<file path="src/rtl/core/vcc_pkg.sv">
`timescale 1ns / 1ps

package vcc_pkg;

  localparam int SPEED_W    = 16;
  localparam int VIOL_W     = 18;
  localparam int PROD_W     = 34;
  localparam int SUM_W      = 48;
  localparam int COST_W     = 32;
  localparam int POWER_W    = 3;
  localparam int CFG_IDX_W  = 3;
  localparam int CFG_DATA_W = 16;

  localparam int DEF_QUEUE_DEPTH = 4;

  localparam logic signed [SPEED_W-1:0] RST_MAX_SPEED  = 16'sd2048;
  localparam logic signed [SPEED_W-1:0] RST_MIN_SPEED  = -16'sd1434;
  localparam logic [15:0]               RST_MIN_RADIUS = 16'd0;
  localparam logic [15:0]               RST_STEP_TIME  = 16'd6554;
  localparam logic [15:0]               RST_WEIGHT     = 16'd1024;
  localparam logic [POWER_W-1:0]        RST_POWER      = 3'd1;

  localparam logic [COST_W-1:0] COST_SAT = '1;
  localparam logic [COST_W-1:0] COST_ONE = 32'h0001_0000;

  typedef enum logic [CFG_IDX_W-1:0] {
    REG_ENABLE,
    REG_TURN_MODE,
    REG_MAX_SPEED,
    REG_MIN_SPEED,
    REG_MIN_RADIUS,
    REG_STEP_TIME,
    REG_WEIGHT,
    REG_POWER
  } vcc_reg_t;

  typedef struct packed {
    logic                       enable;
    logic                       turn_mode;
    logic signed [SPEED_W-1:0]  max_speed;
    logic signed [SPEED_W-1:0]  min_speed;
    logic [15:0]                min_radius;
    logic [15:0]                step_time;
    logic [15:0]                weight;
    logic [POWER_W-1:0]         power;
  } vcc_cfg_t;

  // one classified request waiting for the back end
  typedef struct packed {
    logic [16:0] speed_viol;
    logic [15:0] abs_speed;
    logic [15:0] abs_yaw;
    logic        need_turn;
    logic        zero_cost;
    logic        last;
  } vcc_entry_t;

endpackage

</file>
<file path="src/rtl/core/vcc_queue.sv">
`timescale 1ns / 1ps

module vcc_queue #(
  parameter int DEPTH = vcc_pkg::DEF_QUEUE_DEPTH
) (
  input  logic                clk,
  input  logic                rst_n,
  input  logic                push_valid,
  output logic                push_ready,
  input  vcc_pkg::vcc_entry_t push_data,
  output logic                head_valid,
  input  logic                pop,
  output vcc_pkg::vcc_entry_t head_data
);
  import vcc_pkg::*;

  localparam int PTR_W = (DEPTH > 1) ? $clog2(DEPTH) : 1;
  localparam int CNT_W = $clog2(DEPTH + 1);
  localparam logic [PTR_W-1:0] LAST_PTR = PTR_W'(DEPTH - 1);
  localparam logic [CNT_W-1:0] FULL_CNT = CNT_W'(DEPTH);

  vcc_entry_t       mem_r [DEPTH];
  logic [PTR_W-1:0] wr_ptr_r, rd_ptr_r;
  logic [CNT_W-1:0] count_r;
  logic             do_push, do_pop;

  assign push_ready = (count_r != FULL_CNT);
  assign head_valid = (count_r != '0);
  assign head_data  = mem_r[rd_ptr_r];
  assign do_push    = push_valid && push_ready;
  assign do_pop     = pop && head_valid;

  always_ff @(posedge clk) begin
    if (do_push) begin
      mem_r[wr_ptr_r] <= push_data;
    end
  end

  always_ff @(posedge clk) begin
    if (!rst_n) begin
      wr_ptr_r <= '0;
      rd_ptr_r <= '0;
      count_r  <= '0;
    end else begin
      if (do_push) begin
        wr_ptr_r <= (wr_ptr_r == LAST_PTR) ? '0 : wr_ptr_r + 1'b1;
      end
      if (do_pop) begin
        rd_ptr_r <= (rd_ptr_r == LAST_PTR) ? '0 : rd_ptr_r + 1'b1;
      end
      if (do_push && !do_pop) begin
        count_r <= count_r + 1'b1;
      end else if (do_pop && !do_push) begin
        count_r <= count_r - 1'b1;
      end
    end
  end

endmodule

</file>
<file path="config.mk">
export PLATFORM = sky130hd
export DESIGN_NAME = vcc_queue
export DESIGN_NICKNAME = d
export VERILOG_FILES = /design/src/rtl/core/vcc_pkg.sv /design/src/rtl/core/vcc_queue.sv
export SDC_FILE = /design/constraint.sdc
export NUM_CORES = 1
export LEC_CHECK = 0
export ABC_CLOCK_PERIOD_IN_PS = 4400
export BUFFER_PORTS_ARGS = -buffer_cell sky130_fd_sc_hd__buf_2
export CAP_MARGIN = 20
export CORE_MARGIN = 2
export CORE_UTILIZATION = 30
export CTS_BUF_LIST = sky130_fd_sc_hd__clkbuf_8
export CTS_CLUSTER_SIZE = 12
export DETAILED_ROUTE_END_ITERATION = 16
export GPL_TIMING_DRIVEN = 0
export SYNTH_ARGS = -nofsm -noshare
export SYNTH_HDL_FRONTEND = slang
export SYNTH_SLANG_ARGS = --single-unit
</file>
<file path="constraint.sdc">
create_clock -name clk -period 4.4 [get_ports clk]
set_clock_uncertainty 0.05 [all_clocks]
set_input_delay 0.88 -clock clk [delete_from_list [all_inputs] [get_ports clk]]
set_output_delay 0.88 -clock clk [all_outputs]
set_load 0.01 [all_outputs]
</file>
==> metrics.cfg, run 1 <==
[grt]
grtUsageTotal_pct=10.92
grt_pass1_vias=4283
grt_pass1_wl_um=23400
grt_overflow=0
grt_start_max_net_pins=53
antenna_found_initial=1

[timing]
drv_slew=0
fin_tns_setup_ps=0
setup_viol=0
finalCriticalPeriod_ps=3122
final_hold_viol_count=0
max_slew_margin_pct=41.49
rsz0062_at_grt=no
max_freq_mhz=320.3
min_period_over_period_pct=70.95
tightest_slew_ps=877.6

[synth]
ys_seq_area_share_pct=80.58
synth_area_mm2=0.007975
yosysWarnings=0
synth_seq_cells=217
synth.avg_cell_area_um2=24.69
syn_inst=323
synth_cell_type_count=27
synth_nets=386

[floorplanning]
fp.dieW_um=167.0
fp.dieH_um=167.0
die_area_mm2=0.02790
core_mm2=0.02606
pin_count=110
start_util_pct=30.60
fp-row-count=59

[power_and_ir_drop]
swShare_pct=26.10
switchingPower_mw=1.445
ir_drop_v=0.0002884
power_frac_comb_pct=21.4
powerDensity_mw_per_mm2=571.2
p_seq_share_pct=46.5
cellLeakagePower_nw=3.293
p_int_mw=4.092
p_total_mw=5.537
clkPwrFrac_pct=32.2

[place]
io_buffers=109
place_congestion=0.6756
placed_cell_area_mm2=0.008955
hpwl_um=8949

[drt]
wire_per_inst_um=18.19
wl_um=15170
ant_nets=0
first_pass_iters=4
drtIter0Drc=260
drc_errors=0
vias=3736
vias_per_cell=4.480

[cells_and_area]
n_fill_cell=2413
syn2layout_area_growth_pct=21.56
design_area_mm2=0.009694
drive_above_1_share_pct=44.98
nets=534

[setup_path]
critPathKind=reg2out
slowest_delay_ps=580
path_max_fanout=10
end_kind=output pin
crit_chain=buf_2 > clkbuf_1 > mux4_2 > buf_2
crit_path_frequent_cell=buf_2
slowest_stage=clkbuf_1
worstPathArrival_ps=2190
required_ps=3470
cp-start-kind=register

[clock_tree]
clock_latency_ps=510
cts_hold_buf=0
cts_tree=done
cts.path.max_buffers=3
post_cts_resize_count=0
htreeDepth=2
cts.sinks=217
path_clk_slew_ps=60
cts_buffers=37
postCtsSetupBuffers=0
cts-root-buf=clkbuf_8

[hold_path]
min_path_type=reg2reg

[run_status]
status=finished clean

[job]
drv_cap=0

==> critical path, delay by kind of cell (launching register included) <==
| kind | cells | cell delay [ps] |
|---|---|---|
| buffers and inverters | 3 | 950 |
| DFF | 1 | 310 |
| muxes | 1 | 430 |
==> registers in the layout (all words and copies together), names as in the netlist, named ones only <==
register	flops
count_r	3
mem_r	208
wr_ptr_r	2
rd_ptr_r	2
==> power by group through the flow <==
stage                     Sequential (mW)  Clock (mW)  Combinational (mW)
after CTS                            2.58        1.85                1.23
after global placement               2.60           0                1.19
after floorplan                      2.59           0               0.784
after global routing                 2.59        1.94                1.29
final                                2.57        1.78                1.18
after detailed placement             2.62           0                1.22
==> cell usage after synthesis <==
cell	n	share of area, %
xor2_1	1	0.11
nor2_1	2	0.094
nand2_1	5	0.24
and2_1	1	0.078
xnor2_1	1	0.11
fa_1	1	0.25
mux2i_1	2	0.25
nand4_1	1	0.078
o21ai_1	1	0.063
o21ai_0	3	0.19
dfxtp_1	9	2.3
buf_4	5	0.47
inv_1	3	0.14
buf_6	1	0.14
or3_2	2	0.19
nand3_1	2	0.13
nor2b_1	1	0.078
edfxtp_1	208	78
a21boi_0	1	0.094
mux4_2	52	15
clkbuf_1	6	0.28
ha_1	6	0.94
o31ai_1	1	0.094
and2_4	1	0.11
and3_2	4	0.38
buf_2	2	0.13
or3b_1	1	0.11
==> routing by layer <==
layer  vias up  wire length, um  global-route usage, %  part of all wire, %
met1      1936             5961                  12.42                   39
li1       1673                -                      -                    -
met2       100             8012                  19.27                   53
met3        27              927                  3.636                  6.1
met4         0              269                  3.711                  1.8
met5         -                0                      0                    0
==> metrics by stage <==
stage	hold slack (ps)	setup WS, ps	util [%]	instances
after floorplan	417.7	1911	-	323
after global placement	428.1	1663	34.31	767
after detailed placement	448.0	1633	34.36	767
after CTS	456.0	1182	37.19	833
after global routing	500.5	1137	37.19	833
final	458.1	1278	37.20	834
==> logic make-up after synthesis <==
kind of cell    after synthesis  synth area share, %
flops                       217                80.58
mux                          54                14.94
simple gates                 20                1.475
buf+inv                      17                1.161
fa+ha+maj                     7                1.192
compound gates                6               0.4392
xor+xnor                      2               0.2197
==> area by class of cell <==
cell class	instances	area [um^2]	area share, %
antenna	1	2.502	0.02581
buffer	14	81.33	0.8389
clock buffer	37	509.2	5.253
clock inverter	29	227.7	2.349
inverter	3	11.26	0.1162
multi-input combinational	89	1471	15.18
sequential	217	6426	66.29
tap	335	419.2	4.324
timing repair buffer	109	545.5	5.627
==> path summary, 6_finish.rpt <==
| check | start | endpoint | slack (ps) | cells after the start |
|---|---|---|---|---|
| worst max-delay path | register | head_data[41] | 1280 | 4 |
| worst min-delay path | wr_ptr_r[1] | wr_ptr_r[1] | 460 | 2 |
| worst max register to register | count_r[0] | count_r[2] | 1870 | 7 |
| worst min register to register | wr_ptr_r[1] | wr_ptr_r[1] | 460 | 2 |
==> placed cells by master (no fill, tap or decap), types with 6 or more instances in the layout <==
master / netlist / routed
clkbuf_8: 0 / 37
clkbuf_1: 6 / 6
inv_1: 3 / 17
dfxtp_1: 9 / 9
ha_1: 6 / 6
mux4_2: 52 / 52
edfxtp_1: 208 / 208
buf_2: 2 / 111
No activity file was read; power rests on OpenSTA's default activity.
==> inputs of run 2 (changes only) <==
- ABC_AREA: not set -> 1
- ABC_CLOCK_PERIOD_IN_PS: 4400 -> 2630
- clock period: 4.4 -> 2.63 ns (I/O delays scaled with it)
==> run 2 against run 1 <==
Compared with the run above: via count up 38%; first-iteration DRC count up 2.3%; final cell count up 37%; synthesized cell count up 77%; sequential cell count unchanged; clock power up 64%; critical path depth up 1; sequential power up 69%; global-route usage up 2.1 points; power up 91%.
==> metrics.cfg, run 2 <==
[synth]
synth_compound_area_share_pct=12.61  ; +12 points
synth_nets=635  ; +65%
synth_top_family_by_area=compound AO/OA/AOI/OAI gates
synth_area_leaders=edfxtp_1, o22ai_2, o21ai_0
ys_seq_area_share_pct=73.43  ; -7.1 points
synth.avg_cell_area_um2=15.30  ; -38%
synth_xor_area_share_pct=0  ; -0.22 points
synth_top_area_share_pct=71.38  ; -6.9 points
syn_inst=572  ; +77%
yosysMostFrequentCell=edfxtp_1
synth_area_leader_cell=edfxtp_1
synth_edf_count=208  ; unchanged
ys_async_sr_fraction_pct=0  ; unchanged
synth_fa_ha_area_share_pct=1.087  ; -0.11 points
synth_ff_type=edfxtp_1
synth_area_mm2=0.008751  ; +9.7%
synth-simple-area-share_pct=9.365  ; +7.9 points
synth_cell_type_count=24  ; -11%
synth_seq_cells=217  ; unchanged
yosysWarnings=0  ; unchanged
synth_common_cells=edfxtp_1, o21ai_0, nor2_1
synthMuxAreaShare_pct=0  ; -15 points

[clock_tree]
cts.sinks=217  ; unchanged
postCtsSetupBuffers=0  ; unchanged
path_clk_slew_ps=60  ; about the same
clock_latency_ps=510  ; about the same
htreeDepth=2  ; unchanged
cts_buffers=39  ; +5.4%
cts-root-buf=clkbuf_8
cts_tree=done
cts.path.max_buffers=3  ; unchanged

[drt]
wl_um=19800  ; +31%
vias=5150  ; +38%
first_pass_iters=4  ; unchanged
drtIter0Drc=266  ; +2.3%
vias_per_cell=4.510  ; +0.67%
wire_per_inst_um=17.34  ; -4.7%
ant_nets=0  ; unchanged
drc_errors=0  ; unchanged

[cells_and_area]
largest_reg_flops=208  ; unchanged
reg.largest.list=mem_r x208, count_r x3
n_fill_cell=2738  ; +13%
top_register=mem_r
nets=793  ; +49%
fin_cells=1142  ; +37%
final_common_cell=edfxtp_1
fin_util_pct=37.42  ; +0.21 points
layout_common_cells=edfxtp_1, buf_2, o21ai_0
drive_above_1_share_pct=37.38  ; -7.6 points
syn2layout_area_growth_pct=22.72

[floorplanning]
core_mm2=0.02870  ; +10%
fp.dieH_um=174.8  ; +4.6%
pin_count=110  ; unchanged
die_area_mm2=0.03055  ; +9.5%
fp.dieW_um=174.8  ; +4.6%
fp-row-count=62  ; +5.1%
start_util_pct=30.49  ; -0.12 points

[grt]
grtUsageTotal_pct=13.01  ; +2.1 points
grt_overflow=0  ; unchanged
grt_pass1_wl_um=30060  ; +28%
antenna_found_initial=4  ; +3
grt_start_max_net_pins=22  ; -58%
grt_pass1_vias=5371  ; +25%

[place]
hpwl_um=12480  ; +39%
dp.cells=1073  ; +40%
place_congestion=0.7154  ; +5.9%
dp_slack_ps=366.4  ; -1267 ps
io_buffers=109  ; unchanged

[power_and_ir_drop]
ir_drop_v=0.0003919  ; +36%
p_total_mw=10.58  ; +91%
powerDensity_mw_per_mm2=985.4  ; +73%
cellLeakagePower_nw=3.792  ; +15%

[timing]
setup_viol=0  ; unchanged
finalCriticalPeriod_ps=2466
max_freq_mhz=405.6
tightest_slew_ps=741.7  ; -135.9 ps
min_period_over_period_pct=93.75
final_hold_viol_count=0  ; unchanged
setup_ws_ps=164.3  ; -1114 ps
rsz0062_at_grt=no
max_slew_margin_pct=50.43  ; +8.9 points
drv_slew=0  ; unchanged

[setup_path]
required_ps=2050  ; -1420 ps
path_max_fanout=10  ; unchanged
critPathKind=reg2out
cp-start-kind=register
worstPathArrival_ps=1890  ; -300 ps
end_kind=output pin

[hold_path]
min_path_type=in2reg

[run_status]
status=finished clean

[job]
drv_cap=0  ; unchanged

run 2: cell types whose count changed after synthesis, sizes merged, moves of 6 or more:
cell    delta
o22ai     +52
buf       +12
o21ai    +102
nor2     +119
inv       +13
mux4      -52
nand2     +10
clkbuf     +6
run 2: per-layer routing:
| layer | global-route usage, % | vias to the layer above | wire, um |
|---|---|---|---|
| met5 | 0 | - | 37 |
| met4 | 4.514 | 6 | 404 |
| met1 | 16.06 | 2537 | 8499 |
| met2 | 21.71 | 122 | 9618 |
| met3 | 3.916 | 39 | 1243 |
| li1 | - | 2446 | - |
run 2: worst max-delay path, stage by stage, from the launching register on:
cell,delay (ps)
dfxtp_2,420
buf_4,220
clkbuf_4,240
nor2_1,70
o22ai_1,240
buf_2,190
run 2: worst paths after layout:
kind / start / end / slack [ps] / depth (start not counted)
setup / recovery: register / head_data[13] / 160 / 5
hold / removal: push_data[14] / mem_r[1][14] / 180 / 1
setup reg to reg: count_r[1] / count_r[1] / 390 / 9
hold reg to reg: count_r[0] / count_r[0] / 460 / 2
run 2: layout make-up:
type | count | area [um^2] | share of cell area [%]
multi-input cells | 306 | 2048 | 19.07
plain buffers | 32 | 259.0 | 2.412
flip-flops and latches | 217 | 6429 | 59.86
well taps | 384 | 480.5 | 4.474
repair buffers | 117 | 728.2 | 6.781
clock inverters | 27 | 162.7 | 1.515
inverters | 17 | 65.06 | 0.6059
diodes | 1 | 2.502 | 0.02330
clock buffers | 41 | 564.3 | 5.255
run 2: kinds of logic (layout without fill, tap and decap cells):
group | after synthesis | count (layout)
flip-flops | 217 | 217
other | 0 | 1
AO/OA/AOI/OAI | 160 | 160
AND/OR/NAND/NOR | 139 | 139
buffers and inverters | 49 | 234
adder cells (fa/ha/maj) | 7 | 7
run 2: where the power goes:
group | internal [mW] | leakage, nW | total [mW] | switching [mW]
clock network | 1.63 | 0.408 | 2.92 | 1.29
registers | 4.22 | 1.98 | 4.35 | 0.130
logic | 1.23 | 1.40 | 3.31 | 2.08
run 2: timing repair:
item,CTS,global route
setup endpoints to repair,50,23
resized for setup,9,12
hold buffers,0,0
run 2: per-stage QoR:
step           hold WS, ps  setup TNS (ps)  instance area [um^2]
2_1_floorplan        430.1         -168780                  8751
3_3_place_gp         445.6         -594440                  9777
3_5_place_dp         453.9               0                  9990
4_1_cts              140.6               0                 10730
5_1_grt              145.9               0                 10740
6_report             176.8               0                 10740
==> inputs of run 3 (changes only) <==
- ABC_CLOCK_PERIOD_IN_PS: 2630 -> 2500
- clock period: 2.63 -> 2.5 ns (I/O delays scaled with it)
==> run 3 against run 2 <==
Compared with the run above: worst setup slack worse by 69 ps; first-iteration DRC count down 2.3%; power grew 5.6%; wire length rose by 0.96%; highest routed layer unchanged.
==> metrics.cfg, run 3 (synthesized netlist as in run 2, its figures left out) <==
[drt]
drc_errors=0  ; unchanged
vias=5089  ; -1.2%
wire_per_inst_um=17.52  ; +1.0%
wl_um=19990  ; +0.96%
vias_per_cell=4.460  ; -1.1%
drtIter0Drc=260  ; -2.3%
first_pass_iters=5  ; +1
ant_nets=0  ; unchanged

[setup_path]
r2r_cells=6  ; -3
cp-start-kind=register
path_max_fanout=10  ; unchanged
critPathKind=reg2out
worstPathArrival_ps=1850  ; -40 ps
required_ps=1950  ; -100 ps
end_kind=output pin

[cells_and_area]
fin_cells=1141  ; -0.088%
multi_input_area_mm2=0.002061  ; +0.61%
syn2layout_area_growth_pct=23.19
seq_area_mm2=0.006429  ; unchanged
nets=792  ; -0.13%
drive_above_1_share_pct=37.96  ; +0.58 points
n_fill_cell=2720  ; -0.66%
layout_common_cells=edfxtp_1, buf_2, o21ai_0
reg.largest.list=mem_r x208, count_r x3
fin_util_pct=37.56  ; +0.14 points
final_common_cell=edfxtp_1
largest_reg_flops=208  ; unchanged
top_register=mem_r

[clock_tree]
postCtsSetupBuffers=0  ; unchanged
cts_tree=done
clock_latency_ps=510  ; about the same
cts_buffers=38  ; -2.6%
cts.sinks=217  ; unchanged
htreeDepth=2  ; unchanged
cts-root-buf=clkbuf_8
path_clk_slew_ps=60  ; about the same
cts.path.max_buffers=3  ; unchanged

[timing]
fin_tns_setup_ps=0  ; unchanged
drv_slew=0  ; unchanged
rsz0062_at_grt=yes
max_freq_mhz=415.9
tightest_slew_ps=743.3  ; +1.621 ps
max_slew_margin_pct=50.33  ; -0.11 points
holdWs_ps=148.6  ; -28.15 ps
min_period_over_period_pct=96.18
final_hold_viol_count=0  ; unchanged
setup_viol=0  ; unchanged
finalCriticalPeriod_ps=2405

[job]
drv_cap=0  ; unchanged

[place]
place_congestion=0.6967  ; -2.6%
io_buffers=109  ; unchanged
hpwl_um=12550  ; +0.61%
dp.cells=1073  ; unchanged

[floorplanning]
die_area_mm2=0.03055  ; unchanged
pin_count=110  ; unchanged
fp.dieW_um=174.8  ; unchanged
fp.dieH_um=174.8  ; unchanged
core_mm2=0.02870  ; unchanged
start_util_pct=30.49  ; unchanged
fp-row-count=62  ; unchanged

[hold_path]
min_path_type=in2reg
hold_depth=1  ; unchanged

[power_and_ir_drop]
powerDensity_mw_per_mm2=1037  ; +5.2%
cellLeakagePower_nw=3.807  ; +0.40%
ir_drop_v=0.0004733  ; +21%

[grt]
grt_overflow=0  ; unchanged
grt_pass1_vias=5199  ; -3.2%
antenna_found_initial=4  ; unchanged
grt_start_max_net_pins=22  ; unchanged
grt_pass1_wl_um=29860  ; -0.67%
grtUsageTotal_pct=13.03  ; +0.017 points

[run_status]
status=finished clean

==> run 3: layer usage <==
metal	vias up	routed length (um)	share of wire, %	global-route usage [%]
li1	2453	-	-	-
met1	2475	8801	44	16.31
met2	119	9670	48	21.64
met3	38	1129	5.6	4.003
met4	4	362	1.8	4.028
met5	-	30	0.15	0
==> run 3: critical path, stage by stage (launching register included) <==
cell and delay, ps:
dfxtp_2 440, clkinv_2 190, clkbuf_2 250, o21ai_0 160, o22ai_2 140, buf_2 160
==> run 3: final timing paths <==
path	startpoint	to	slack [ps]
setup reg to reg	count_r[1]	mem_r[2][35]	230
setup / recovery	register	head_data[13]	100
hold reg to reg	count_r[0]	count_r[0]	450
hold / removal	push_data[12]	mem_r[3][12]	150
==> run 3: report_power, final <==
part           internal (mW)  total (mW)  switching [mW]
clock network           1.72        3.09            1.37
registers               4.44        4.57           0.133
logic                   1.33        3.52            2.19
total                   7.48        11.2            3.70
==> run 3: cell type report <==
| class | instances | share of cell area [%] |
|---|---|---|
| Sequential cell | 217 | 59.63 |
| Multi-Input combinational cell | 306 | 19.12 |
| Timing Repair Buffer | 117 | 6.964 |
| Clock buffer | 41 | 5.234 |
| Tap cell | 384 | 4.457 |
| Buffer | 32 | 2.495 |
| Clock inverter | 26 | 1.474 |
| Inverter | 17 | 0.6035 |
| Antenna cell | 1 | 0.02321 |
==> run 3: repair_timing <==
action | 4_1_cts | 5_1_grt
resized for setup | 17 | 6
hold buffers | 0 | 0
setup endpoints to repair | 50 | 11
==> run 3: stage by stage <==
stage | total power [mW] | worst slack (ps) | instance area, um^2
5_1_grt | 11.83 | -26.92 | 10780
6_report | 11.18 | 95.45 | 10780
3_3_place_gp | 8.067 | -1471 | 9787
2_1_floorplan | 6.780 | -120.0 | 8761
4_1_cts | 11.36 | 16.66 | 10760
3_5_place_dp | 8.206 | 152.4 | 10010
