===== src/rtl/core/vcc_pkg.sv =====
`timescale 1ns / 1ps

package vcc_pkg;

  localparam int SPEED_W    = 16;
  localparam int VIOL_W     = 18;
  localparam int PROD_W     = 34;
  localparam int SUM_W      = 48;
  localparam int COST_W     = 32;
  localparam int POWER_W    = 3;
  localparam int CFG_IDX_W  = 3;
  localparam int CFG_DATA_W = 16;

  localparam int DEF_QUEUE_DEPTH = 4;

  localparam logic signed [SPEED_W-1:0] RST_MAX_SPEED  = 16'sd2048;
  localparam logic signed [SPEED_W-1:0] RST_MIN_SPEED  = -16'sd1434;
  localparam logic [15:0]               RST_MIN_RADIUS = 16'd0;
  localparam logic [15:0]               RST_STEP_TIME  = 16'd6554;
  localparam logic [15:0]               RST_WEIGHT     = 16'd1024;
  localparam logic [POWER_W-1:0]        RST_POWER      = 3'd1;

  localparam logic [COST_W-1:0] COST_SAT = '1;
  localparam logic [COST_W-1:0] COST_ONE = 32'h0001_0000;

  typedef enum logic [CFG_IDX_W-1:0] {
    REG_ENABLE,
    REG_TURN_MODE,
    REG_MAX_SPEED,
    REG_MIN_SPEED,
    REG_MIN_RADIUS,
    REG_STEP_TIME,
    REG_WEIGHT,
    REG_POWER
  } vcc_reg_t;

  typedef struct packed {
    logic                       enable;
    logic                       turn_mode;
    logic signed [SPEED_W-1:0]  max_speed;
    logic signed [SPEED_W-1:0]  min_speed;
    logic [15:0]                min_radius;
    logic [15:0]                step_time;
    logic [15:0]                weight;
    logic [POWER_W-1:0]         power;
  } vcc_cfg_t;

  // one classified request waiting for the back end
  typedef struct packed {
    logic [16:0] speed_viol;
    logic [15:0] abs_speed;
    logic [15:0] abs_yaw;
    logic        need_turn;
    logic        zero_cost;
    logic        last;
  } vcc_entry_t;

endpackage


===== src/rtl/core/vcc_front.sv =====
`timescale 1ns / 1ps

module vcc_front (
  input  vcc_pkg::vcc_cfg_t          cfg,
  input  logic signed [15:0]         speed_x,
  input  logic signed [15:0]         yaw_rate,
  input  logic                       last_sample,
  output vcc_pkg::vcc_entry_t        entry
);
  import vcc_pkg::*;

  logic signed [16:0] sx, mx, nx, d_hi, d_lo;
  logic [16:0]        sx_u, wy_u, neg_sx, neg_wy;
  logic [15:0]        excess, shortfall, abs_speed, abs_yaw;

  always_comb begin
    sx   = 17'(speed_x);
    mx   = 17'(cfg.max_speed);
    nx   = 17'(cfg.min_speed);
    d_hi = sx - mx;
    d_lo = nx - sx;
    excess    = (!d_hi[16] && d_hi != 17'sd0) ? d_hi[15:0] : 16'd0;
    shortfall = (!d_lo[16] && d_lo != 17'sd0) ? d_lo[15:0] : 16'd0;

    sx_u   = {speed_x[15], speed_x};
    wy_u   = {yaw_rate[15], yaw_rate};
    neg_sx = 17'd0 - sx_u;
    neg_wy = 17'd0 - wy_u;
    abs_speed = speed_x[15]  ? neg_sx[15:0] : sx_u[15:0];
    abs_yaw   = yaw_rate[15] ? neg_wy[15:0] : wy_u[15:0];

    entry.speed_viol = cfg.enable ? ({1'b0, excess} + {1'b0, shortfall}) : 17'd0;
    entry.abs_speed  = abs_speed;
    entry.abs_yaw    = abs_yaw;
    // ratio of 2^16 or more can never fall below the radius
    entry.need_turn  = cfg.enable && cfg.turn_mode && (abs_yaw != 16'd0) &&
                       ({4'd0, abs_speed} < {abs_yaw, 4'd0});
    entry.zero_cost  = !cfg.enable;
    entry.last       = last_sample;
  end

endmodule


===== config.mk =====
export PLATFORM = sky130hd
export DESIGN_NAME = vcc_front
export DESIGN_NICKNAME = d
export VERILOG_FILES = /design/src/rtl/core/vcc_pkg.sv /design/src/rtl/core/vcc_front.sv
export SDC_FILE = /design/constraint.sdc
export NUM_CORES = 1
export LEC_CHECK = 0
export BUFFER_PORTS_ARGS = -buffer_cell sky130_fd_sc_hd__buf_2
export CELL_PAD_IN_SITES_DETAIL_PLACEMENT = 0
export CELL_PAD_IN_SITES_GLOBAL_PLACEMENT = 1
export CORE_UTILIZATION = 35
export DETAILED_ROUTE_END_ITERATION = 10
export GPL_ROUTABILITY_DRIVEN = 0
export PLACE_DENSITY_LB_ADDON = 0.12
export SLEW_MARGIN = 20
export SYNTH_ARGS = -nofsm -noshare
export SYNTH_HDL_FRONTEND = slang
export SYNTH_SLANG_ARGS = --single-unit
export TNS_END_PERCENT = 30

===== constraint.sdc =====
create_clock -name vclk -period 7
set_input_delay 0 -clock vclk [all_inputs]
set_output_delay 0 -clock vclk [all_outputs]
set_load 0.05 [all_outputs]

==> results by group, run 1 <==
Status
  – Run status: complete, no violations

Drt
  – Total DRC errors in the routed layout: 0
  – Average via count per standard cell: 5.32
  – DR WL/cell: 13.5 microns
  – Total wire length: 9.88 mm
  – Number of DRC markers in iteration 0: 139
  – Vias post-DR: 3889
  – Detailed-router iteration count before antenna repair: 4
  – Number of nets still failing antenna checks after routing: 0

Pwr
  – Leakage dissipation: 2.04 nW
  – Maximum ir drop on the vdd rail: 0.109 mV
  – Total power draw: 0.693 mW
  – Total power divided by cell area: 169 mW/mm^2

Synth
  – Synthesized-area fraction occupied by ao, oa, aoi and oai cells: 0.318
  – Syn Area/Cell: 6.90 sq um
  – Simple-Gate Fraction of Synth Area: 0.244
  – Synthesized-area fraction occupied by adder cells: 0.240
  – Post-synth net total: 679
  – Post-Synthesis Cells: 497
  – Portion of the post-synthesis area used by sequential elements: 0
  – Share of synthesized area spent on multiplexers: 0
  – Combinational family with the most area after synthesis: compound AO/OA/AOI/OAI gates
  – Post-Synthesis Cell Area: 0.00343 sq mm
  – Unique masters post-synth: 63
  – Xor and xnor fraction of the mapped netlist area: 0.118
  – Number of warnings issued by yosys: 0

Layout
  – End-of-flow core utilization: 0.438
  – Clock buffer instance count of the final layout: 0
  – Layout sequential cell count: 0
  – Fraction of layout cells with a size suffix above 1: 0.219
  – Synth-to-Final Area Change: 19.7%
  – Net count, final: 786
  – Register Area: 0 sq um
  – Number of diodes: 0
  – Non-filler cells in the finished layout: 731

Critical path
  – Type of the setup path with the least slack: in -> out
  – Biggest cell delay along the critical path: 550 ps
  – Endpoint required time on the critical path: 7000 ps
  – Worst-path maximum fanout: 16
  – Arr. time, crit path: 4800 ps
  – Kind of start point of the critical path: input port
  – Cell-by-cell trace of the critical path: buf_2, inv_1, ha_1, fa_1, nor2b_1, o31ai_1, a21oi_1, a211oi_1, nand4b_1, nand3_1, nor2_1, ha_1, a211oi_1, o21ai_0, and3_1, o41ai_1, a31oi_1, xnor2_1, nor2_1, buf_2
  – Critical Path Sink Type: primary output
  – Master of the slowest instance on the critical path: sky130_fd_sc_hd__o41ai_1

Placed design
  – Port-buffer cells: 117
  – Number of cells in the design after placement: 731
  – Minimum setup slack after placement: 2170 ps
  – HPWL reported at the end of detailed placement: 8.65 mm

Timing
  – Post-route worst setup slack: 2200 ps
  – Slew at the pin closest to its max-slew limit: 664 ps
  – Final hold violation count: 0
  – Max Slew Vio Count: 0
  – Final period demand of the worst path: 4800 ps
  – Setup violators final: 0
  – Rel. slew slack: 0.557
  – Unrepaired setup endpoints after global routing: no
  – Max Fclk: 0.208 GHz
  – Fin crit share: 0.686
  – Total Negative Setup Slacks: 0 ps

GRT
  – Overall global routing resource usage: 0.183
  – Initial antenna violation count: 0
  – Wire length of the first global-routing pass: 15.5 mm
  – Via count of the first global-routing pass: 3299
  – Largest net degree at the start of global routing: 17
  – Overflow after GRT: 0

Floorplanning
  – Count of boundary I/O pins: 170
  – Die Footprint: 0.0102 sq mm
  – Die outline height: 101 microns
  – Number of rows in the core area: 35
  – Width of the die: 101 microns
  – Effective utilization at floorplan: 0.366
  – Core Area: 0.00937 sq mm

Clock network
  – Total of hold buffers inserted after clock tree synthesis: 0
  – Post-CTS Setup Bufs: 0
  – Count of instances resized after the clock tree is built: 0

Flow run
  – Number of max-cap violations: 0

Worst hold path
  – Worst min-delay path class: in -> out
[routing by layer]
layer / GRT usage / vias to the layer above / routed length [microns]
li1: - / 2046 / -
met1: 0.268 / 1780 / 4960
met2: 0.316 / 63 / 4660
met3: 0.00416 / 0 / 262
met4: 0 / 0 / 0
met5: 0 / - / 0
[logic make-up after synthesis]
| family | count (synthesis) |
|---|---|
| AND/OR/NAND/NOR | 167 |
| XOR/XNOR | 46 |
| adder cells (fa/ha/maj) | 64 |
| buffers and inverters | 66 |
| AO/OA/AOI/OAI | 154 |
[cell type report]
cell class | count | area [sq um]
fill | 1071 | 5270
inverter | 54 | 203
tap | 129 | 161
multi-input combinational | 431 | 3160
timing repair buffer | 117 | 586
[where the power goes]
group	internal, mW	switching [mW]	total (mW)
clock network	0	0	0
registers	0	0	0
logic	0.239	0.453	0.693
total	0.239	0.453	0.693
[metrics by stage]
stage | hold WS [ps] | area [sq um]
floorplan | 167 | 3430
global placement | 0.858 | 4100
detailed placement | 0.858 | 4100
CTS | 0.858 | 4100
global route | 0.585 | 4110
finish | 0.450 | 4110
[Yosys cell counts, types with 5 or more instances]
cell type                  instances  area share
sky130_fd_sc_hd__o21ai_0          37       0.054
sky130_fd_sc_hd__o21a_1           14       0.031
sky130_fd_sc_hd__nor3b_1           5       0.011
sky130_fd_sc_hd__a21o_1            6       0.013
sky130_fd_sc_hd__nor2_1           43       0.047
sky130_fd_sc_hd__clkbuf_1          6      0.0066
sky130_fd_sc_hd__nor2b_1           9       0.016
sky130_fd_sc_hd__xnor2_1          32       0.082
sky130_fd_sc_hd__inv_1            54       0.059
sky130_fd_sc_hd__o31ai_1          10       0.022
sky130_fd_sc_hd__a211oi_1          8       0.018
sky130_fd_sc_hd__nand2_1          38       0.042
sky130_fd_sc_hd__nor4_1            9       0.016
sky130_fd_sc_hd__ha_1             61        0.22
sky130_fd_sc_hd__xor2_1           14       0.036
sky130_fd_sc_hd__nand3_1          11       0.016
sky130_fd_sc_hd__nor3_1           15       0.022
sky130_fd_sc_hd__and3_1            8       0.015
sky130_fd_sc_hd__a311oi_1         14       0.036
sky130_fd_sc_hd__nand2b_1          7       0.013
sky130_fd_sc_hd__a21oi_1          28       0.041
[critical path, delay by kind of cell]
family | cells | cell delay [ps]
buf+inv | 3 | 460
xor+xnor | 1 | 170
simple gates | 6 | 1400
compound gates | 7 | 1860
fa+ha+maj | 3 | 910
[final timing paths]
kind / slack, ps / to / cells after the start / from
worst min-delay path: 0.4 / entry[0] / 0 / last_sample
worst max-delay path: 2200 / entry[50] / 20 / speed_x[0]
[placed cells by master, fill, tap and decap left out, types with 15 or more instances in the layout]
| cell type | netlist | final |
|---|---|---|
| sky130_fd_sc_hd__inv_1 | 54 | 54 |
| sky130_fd_sc_hd__nand2_1 | 38 | 38 |
| sky130_fd_sc_hd__o21ai_0 | 37 | 37 |
| sky130_fd_sc_hd__nor3_1 | 15 | 15 |
| sky130_fd_sc_hd__xnor2_1 | 32 | 32 |
| sky130_fd_sc_hd__nor2_1 | 43 | 42 |
| sky130_fd_sc_hd__a21oi_1 | 28 | 28 |
| sky130_fd_sc_hd__buf_2 | 1 | 117 |
| sky130_fd_sc_hd__ha_1 | 61 | 61 |
(Power assumes the default switching activity.)
==> run 2, diff against run 1 <==
--- a/config.mk
+++ b/config.mk
@@ -8,7 +8,7 @@
 export BUFFER_PORTS_ARGS = -buffer_cell sky130_fd_sc_hd__buf_2
 export CELL_PAD_IN_SITES_DETAIL_PLACEMENT = 0
 export CELL_PAD_IN_SITES_GLOBAL_PLACEMENT = 1
-export CORE_UTILIZATION = 35
+export CORE_UTILIZATION = 33
 export DETAILED_ROUTE_END_ITERATION = 10
 export GPL_ROUTABILITY_DRIVEN = 0
 export PLACE_DENSITY_LB_ADDON = 0.12
==> constraint.sdc (replaced) <==
create_clock -name vclk -period 5
set_input_delay 0 -clock vclk [all_inputs]
set_output_delay 0 -clock vclk [all_outputs]
set_load 0.05 [all_outputs]
==> run 2 against run 1 <==
  * Combinational power grew 42%
  * Global-route usage fell by 0.36 points
  * Flip-flop and latch count did not move
  * Critical path type unchanged
  * Critical endpoint unchanged
==> results by group, run 2 (same netlist as run 1, synthesis figures left out) <==
GRT
  – Largest net degree at the start of global routing: 17
  – Overflow after GRT: 0
  – Initial antenna violation count: 0
  – Wire length of the first global-routing pass: 16.6 mm
  – Overall global routing resource usage: 0.180
  – Via count of the first global-routing pass: 3374

Critical path
  – Critical path capture point: entry[50]
  – Kind of start point of the critical path: input port
  – Type of the setup path with the least slack: in -> out
  – Critical Path Sink Type: primary output
  – Start point of the critical path: speed_x[0]
  – Endpoint required time on the critical path: 5000 ps
  – Worst-path maximum fanout: 11
  – Arr. time, crit path: 4590 ps

Timing
  – Fin crit share: 0.918
  – Final period demand of the worst path: 4590 ps
  – Slew at the pin closest to its max-slew limit: 681 ps
  – Max Fclk: 0.218 GHz
  – Total Negative Setup Slacks: 0 ps
  – Final hold violation count: 0
  – Unrepaired setup endpoints after global routing: no
  – Rel. slew slack: 0.544
  – Max Slew Vio Count: 0
  – Setup violators final: 0
  – Worst-case hold slack: 0.109 ps

Floorplanning
  – Count of boundary I/O pins: 170
  – Number of rows in the core area: 36
  – Core Area: 0.00991 sq mm
  – Die outline height: 104 microns
  – Die Footprint: 0.0108 sq mm
  – Width of the die: 104 microns
  – Effective utilization at floorplan: 0.346

Placed design
  – Port-buffer cells: 117
  – HPWL reported at the end of detailed placement: 9.04 mm

Layout
  – Synth-to-Final Area Change: 20.9%
  – Most common library cell in the layout ignoring fill and taps: sky130_fd_sc_hd__buf_2
  – Layout sequential cell count: 0
  – Top library cells by usage in the layout, fill and taps aside: sky130_fd_sc_hd__buf_2, sky130_fd_sc_hd__ha_1, sky130_fd_sc_hd__inv_1
  – Fraction of layout cells with a size suffix above 1: 0.224
  – Net count, final: 791
  – Number of diodes: 0
  – Clock buffer instance count of the final layout: 0
  – Register Area: 0 sq um

Pwr
  – Leakage dissipation: 2.07 nW
  – Total power divided by cell area: 237 mW/mm^2
  – Maximum ir drop on the vdd rail: 0.191 mV

Worst hold path
  – Worst min-delay path class: in -> out

Drt
  – Total wire length: 10.3 mm
  – Number of DRC markers in iteration 0: 156
  – Number of nets still failing antenna checks after routing: 0
  – Detailed-router iteration count before antenna repair: 5
  – Average via count per standard cell: 5.22
  – Vias post-DR: 3862
  – Total DRC errors in the routed layout: 0
  – DR WL/cell: 13.9 microns

Status
  – Run status: complete, no violations

Clock network
  – Count of instances resized after the clock tree is built: 0
  – Post-CTS Setup Bufs: 0
  – Total of hold buffers inserted after clock tree synthesis: 0

Flow run
  – Number of max-cap violations: 0
==> run 2: cell types whose count changed in the layout (fill, tap and decap cells not counted) <==
cell	change
sky130_fd_sc_hd__buf_4	+5
sky130_fd_sc_hd__a2111oi_0	-1
sky130_fd_sc_hd__a2111oi_1	+1
sky130_fd_sc_hd__nor2_1	+1
sky130_fd_sc_hd__nor2_2	-1
==> run 2: power breakdown <==
part	leakage, nW	switching, mW	total, mW	internal, mW
sequential	0	0	0	0
clock	0	0	0	0
combinational	2.07	0.643	0.984	0.341
total	2.07	0.643	0.984	0.341
==> run 2: layout make-up <==
class / count / area, sq um
repair buffers: 122 / 623
well taps: 133 / 166
multi-input cells: 431 / 3150
fillers: 1122 / 5760
inverters: 54 / 203
==> run 2: how the worst min path moves through the flow <==
stage                startpoint  endpoint  slack, ps  cells after the start
floorplan           last_sample  entry[0]        170                      1
global placement    last_sample  entry[0]        0.3                      0
detailed placement  last_sample  entry[0]        0.3                      0
CTS                 last_sample  entry[0]        0.3                      0
global route        last_sample  entry[0]        0.3                      0
finish              last_sample  entry[0]        0.1                      0
==> run 2: critical path: stages <==
cell	delay [ps]
sky130_fd_sc_hd__buf_2	120
sky130_fd_sc_hd__ha_1	200
sky130_fd_sc_hd__fa_1	410
sky130_fd_sc_hd__nor2b_1	150
sky130_fd_sc_hd__o31a_1	240
sky130_fd_sc_hd__o2111ai_2	170
sky130_fd_sc_hd__a21oi_1	210
sky130_fd_sc_hd__o21a_1	200
sky130_fd_sc_hd__o31ai_4	120
sky130_fd_sc_hd__a311oi_1	520
sky130_fd_sc_hd__ha_1	340
sky130_fd_sc_hd__a211oi_1	280
sky130_fd_sc_hd__o21ai_0	200
sky130_fd_sc_hd__and3_1	220
sky130_fd_sc_hd__o41ai_1	510
sky130_fd_sc_hd__a31oi_1	180
sky130_fd_sc_hd__xnor2_1	160
sky130_fd_sc_hd__nor2_1	70
sky130_fd_sc_hd__buf_2	260
==> run 2: through the flow <==
step	setup WS (ps)	cell area [sq um]	cells	utilization	total power [mW]
6_report	411	4150	740	0.418	0.984
5_1_grt	22.6	4150	740	0.418	1.08
4_1_cts	349	4150	740	0.418	0.991
3_5_place_dp	409	4150	740	0.418	0.986
3_3_place_gp	425	4150	740	0.418	0.983
2_1_floorplan	368	3430	497	-	0.774
==> run 2: metal layers <==
metal,routed length [microns],up-vias,global-route usage
li1,-,2050,-
met1,5250,1729,0.267
met2,4700,83,0.302
met3,326,0,0.00689
met4,0,0,0
met5,0,-,0
==> run 3, diff against run 2 <==
--- a/config.mk
+++ b/config.mk
@@ -8,7 +8,7 @@
 export BUFFER_PORTS_ARGS = -buffer_cell sky130_fd_sc_hd__buf_2
 export CELL_PAD_IN_SITES_DETAIL_PLACEMENT = 0
 export CELL_PAD_IN_SITES_GLOBAL_PLACEMENT = 1
-export CORE_UTILIZATION = 33
+export CORE_UTILIZATION = 35
 export DETAILED_ROUTE_END_ITERATION = 10
 export GPL_ROUTABILITY_DRIVEN = 0
 export PLACE_DENSITY_LB_ADDON = 0.12
==> constraint.sdc (replaced) <==
create_clock -name vclk -period 5.3
set_input_delay 0 -clock vclk [all_inputs]
set_output_delay 0 -clock vclk [all_outputs]
set_load 0.05 [all_outputs]
==> run 3 against run 2 <==
  * Non-clock buffer count fell by 2
  * Setup slack improved by 250 ps
  * First-iteration DRC count rose by 4.5%
  * Final cell count fell by 0.81%
  * Critical path type unchanged
==> results by group, run 3 (same netlist as run 1, synthesis figures left out) <==
Status
  – Run status: complete, no violations

Drt
  – Vias post-DR: 3893
  – Total DRC errors in the routed layout: 0
  – Detailed-router iteration count before antenna repair: 5
  – Number of DRC markers in iteration 0: 163
  – Number of nets still failing antenna checks after routing: 0
  – Average via count per standard cell: 5.30
  – DR WL/cell: 13.6 microns
  – Total wire length: 10.0 mm

GRT
  – Overall global routing resource usage: 0.186
  – Initial antenna violation count: 0
  – Largest net degree at the start of global routing: 17
  – Via count of the first global-routing pass: 3351
  – Wire length of the first global-routing pass: 15.8 mm
  – Overflow after GRT: 0

Timing
  – Setup violators final: 0
  – Rel. slew slack: 0.333
  – Unrepaired setup endpoints after global routing: no
  – Final hold violation count: 0
  – Slew at the pin closest to its max-slew limit: 997 ps
  – Max Slew Vio Count: 0
  – Max Fclk: 0.216 GHz
  – Fin crit share: 0.874
  – Final period demand of the worst path: 4630 ps
  – Total Negative Setup Slacks: 0 ps

Critical path
  – Type of the setup path with the least slack: in -> out
  – Worst-path maximum fanout: 11
  – Biggest cell delay along the critical path: 560 ps
  – Kind of start point of the critical path: input port
  – Endpoint required time on the critical path: 5300 ps
  – Arr. time, crit path: 4630 ps
  – Cell family with the largest share of critical-path delay: compound AO/OA/AOI/OAI gates
  – Worst path bufs/invs: 2
  – Cell-by-cell trace of the critical path: buf_2, ha_1, fa_1, nor2b_1, o31a_1, o2111ai_2, a21oi_1, o21a_1, o31ai_4, a311oi_1, ha_1, a211oi_1, o21ai_0, and3_1, o41ai_1, a31oi_1, xnor2_1, nor2_1, buf_2
  – Critical Path Sink Type: primary output
  – Master of the slowest instance on the critical path: sky130_fd_sc_hd__o41ai_1
  – Start point of the critical path: speed_x[0]

Layout
  – End-of-flow core utilization: 0.440
  – Layout sequential cell count: 0
  – Top library cells by usage in the layout, fill and taps aside: sky130_fd_sc_hd__buf_2, sky130_fd_sc_hd__ha_1, sky130_fd_sc_hd__inv_1
  – Final standard cell area without fillers: 0.00413 sq mm
  – Most common library cell in the layout ignoring fill and taps: sky130_fd_sc_hd__buf_2
  – Number of diodes: 0
  – Clock buffer instance count of the final layout: 0
  – Register Area: 0 sq um
  – Synth-to-Final Area Change: 20.3%
  – Fraction of layout cells with a size suffix above 1: 0.221
  – Net count, final: 789

Flow run
  – Number of max-cap violations: 0

Pwr
  – Switching component of the power: 0.601 mW
  – Total power divided by cell area: 223 mW/mm^2
  – Leakage dissipation: 2.06 nW
  – P_int: 0.320 mW
  – Sw frac: 0.653
  – Relative contribution of combinational cells to total power: 1.000
  – Total power draw: 0.920 mW
  – Maximum ir drop on the vdd rail: 0.143 mV
  – Clock Power Share: 0
  – Sequential cell fraction of total power: 0

Worst hold path
  – Startpoint of the most critical hold path: last_sample
  – Worst min-delay path class: in -> out

Floorplanning
  – Die Footprint: 0.0102 sq mm
  – Count of boundary I/O pins: 170
  – Die outline height: 101 microns
  – Width of the die: 101 microns
  – Number of rows in the core area: 35
  – Effective utilization at floorplan: 0.366
  – Core Area: 0.00937 sq mm

Clock network
  – Post-CTS Setup Bufs: 0
  – Total of hold buffers inserted after clock tree synthesis: 0
  – Count of instances resized after the clock tree is built: 0

Placed design
  – Instance area after placement: 0.00413 sq mm
  – HPWL reported at the end of detailed placement: 8.77 mm
  – Port-buffer cells: 117
-- run 3: final cells by class --
type | instances | area (sq um)
multi-input cells | 431 | 3150
inverters | 54 | 203
fillers | 1077 | 5250
repair buffers | 120 | 608
well taps | 129 | 161
-- run 3: stage by stage --
stage	hold WS, ps	setup slack [ps]	cells
6_report	0.450	665	734
5_1_grt	0.585	289	734
4_1_cts	0.858	689	734
3_5_place_dp	0.858	733	734
3_3_place_gp	0.858	762	734
2_1_floorplan	167	6.12	497
-- run 3: worst paths after layout --
| kind | endpoint | depth (start not counted) |
|---|---|---|
| setup / recovery | entry[50] | 19 |
| hold / removal | entry[0] | 0 |
-- run 3: power groups by stage --
stage	Combinational, mW	Sequential [mW]	Clock, mW
final	0.920	0	0
after global routing	1.01	0	0
after CTS	0.928	0	0
after detailed placement	0.923	0	0
after global placement	0.919	0	0
after floorplan	0.729	0	0
-- run 3: layer usage --
layer  global-route usage  wire, microns  vias to the layer above  part of all wire
li1                     -              -                     2041                 -
met2                0.317           4640                       87              0.46
met1                0.277           5030                     1765              0.50
met5                    0              0                        -                 0
met4                    0              0                        0                 0
met3              0.00208            333                        0             0.033
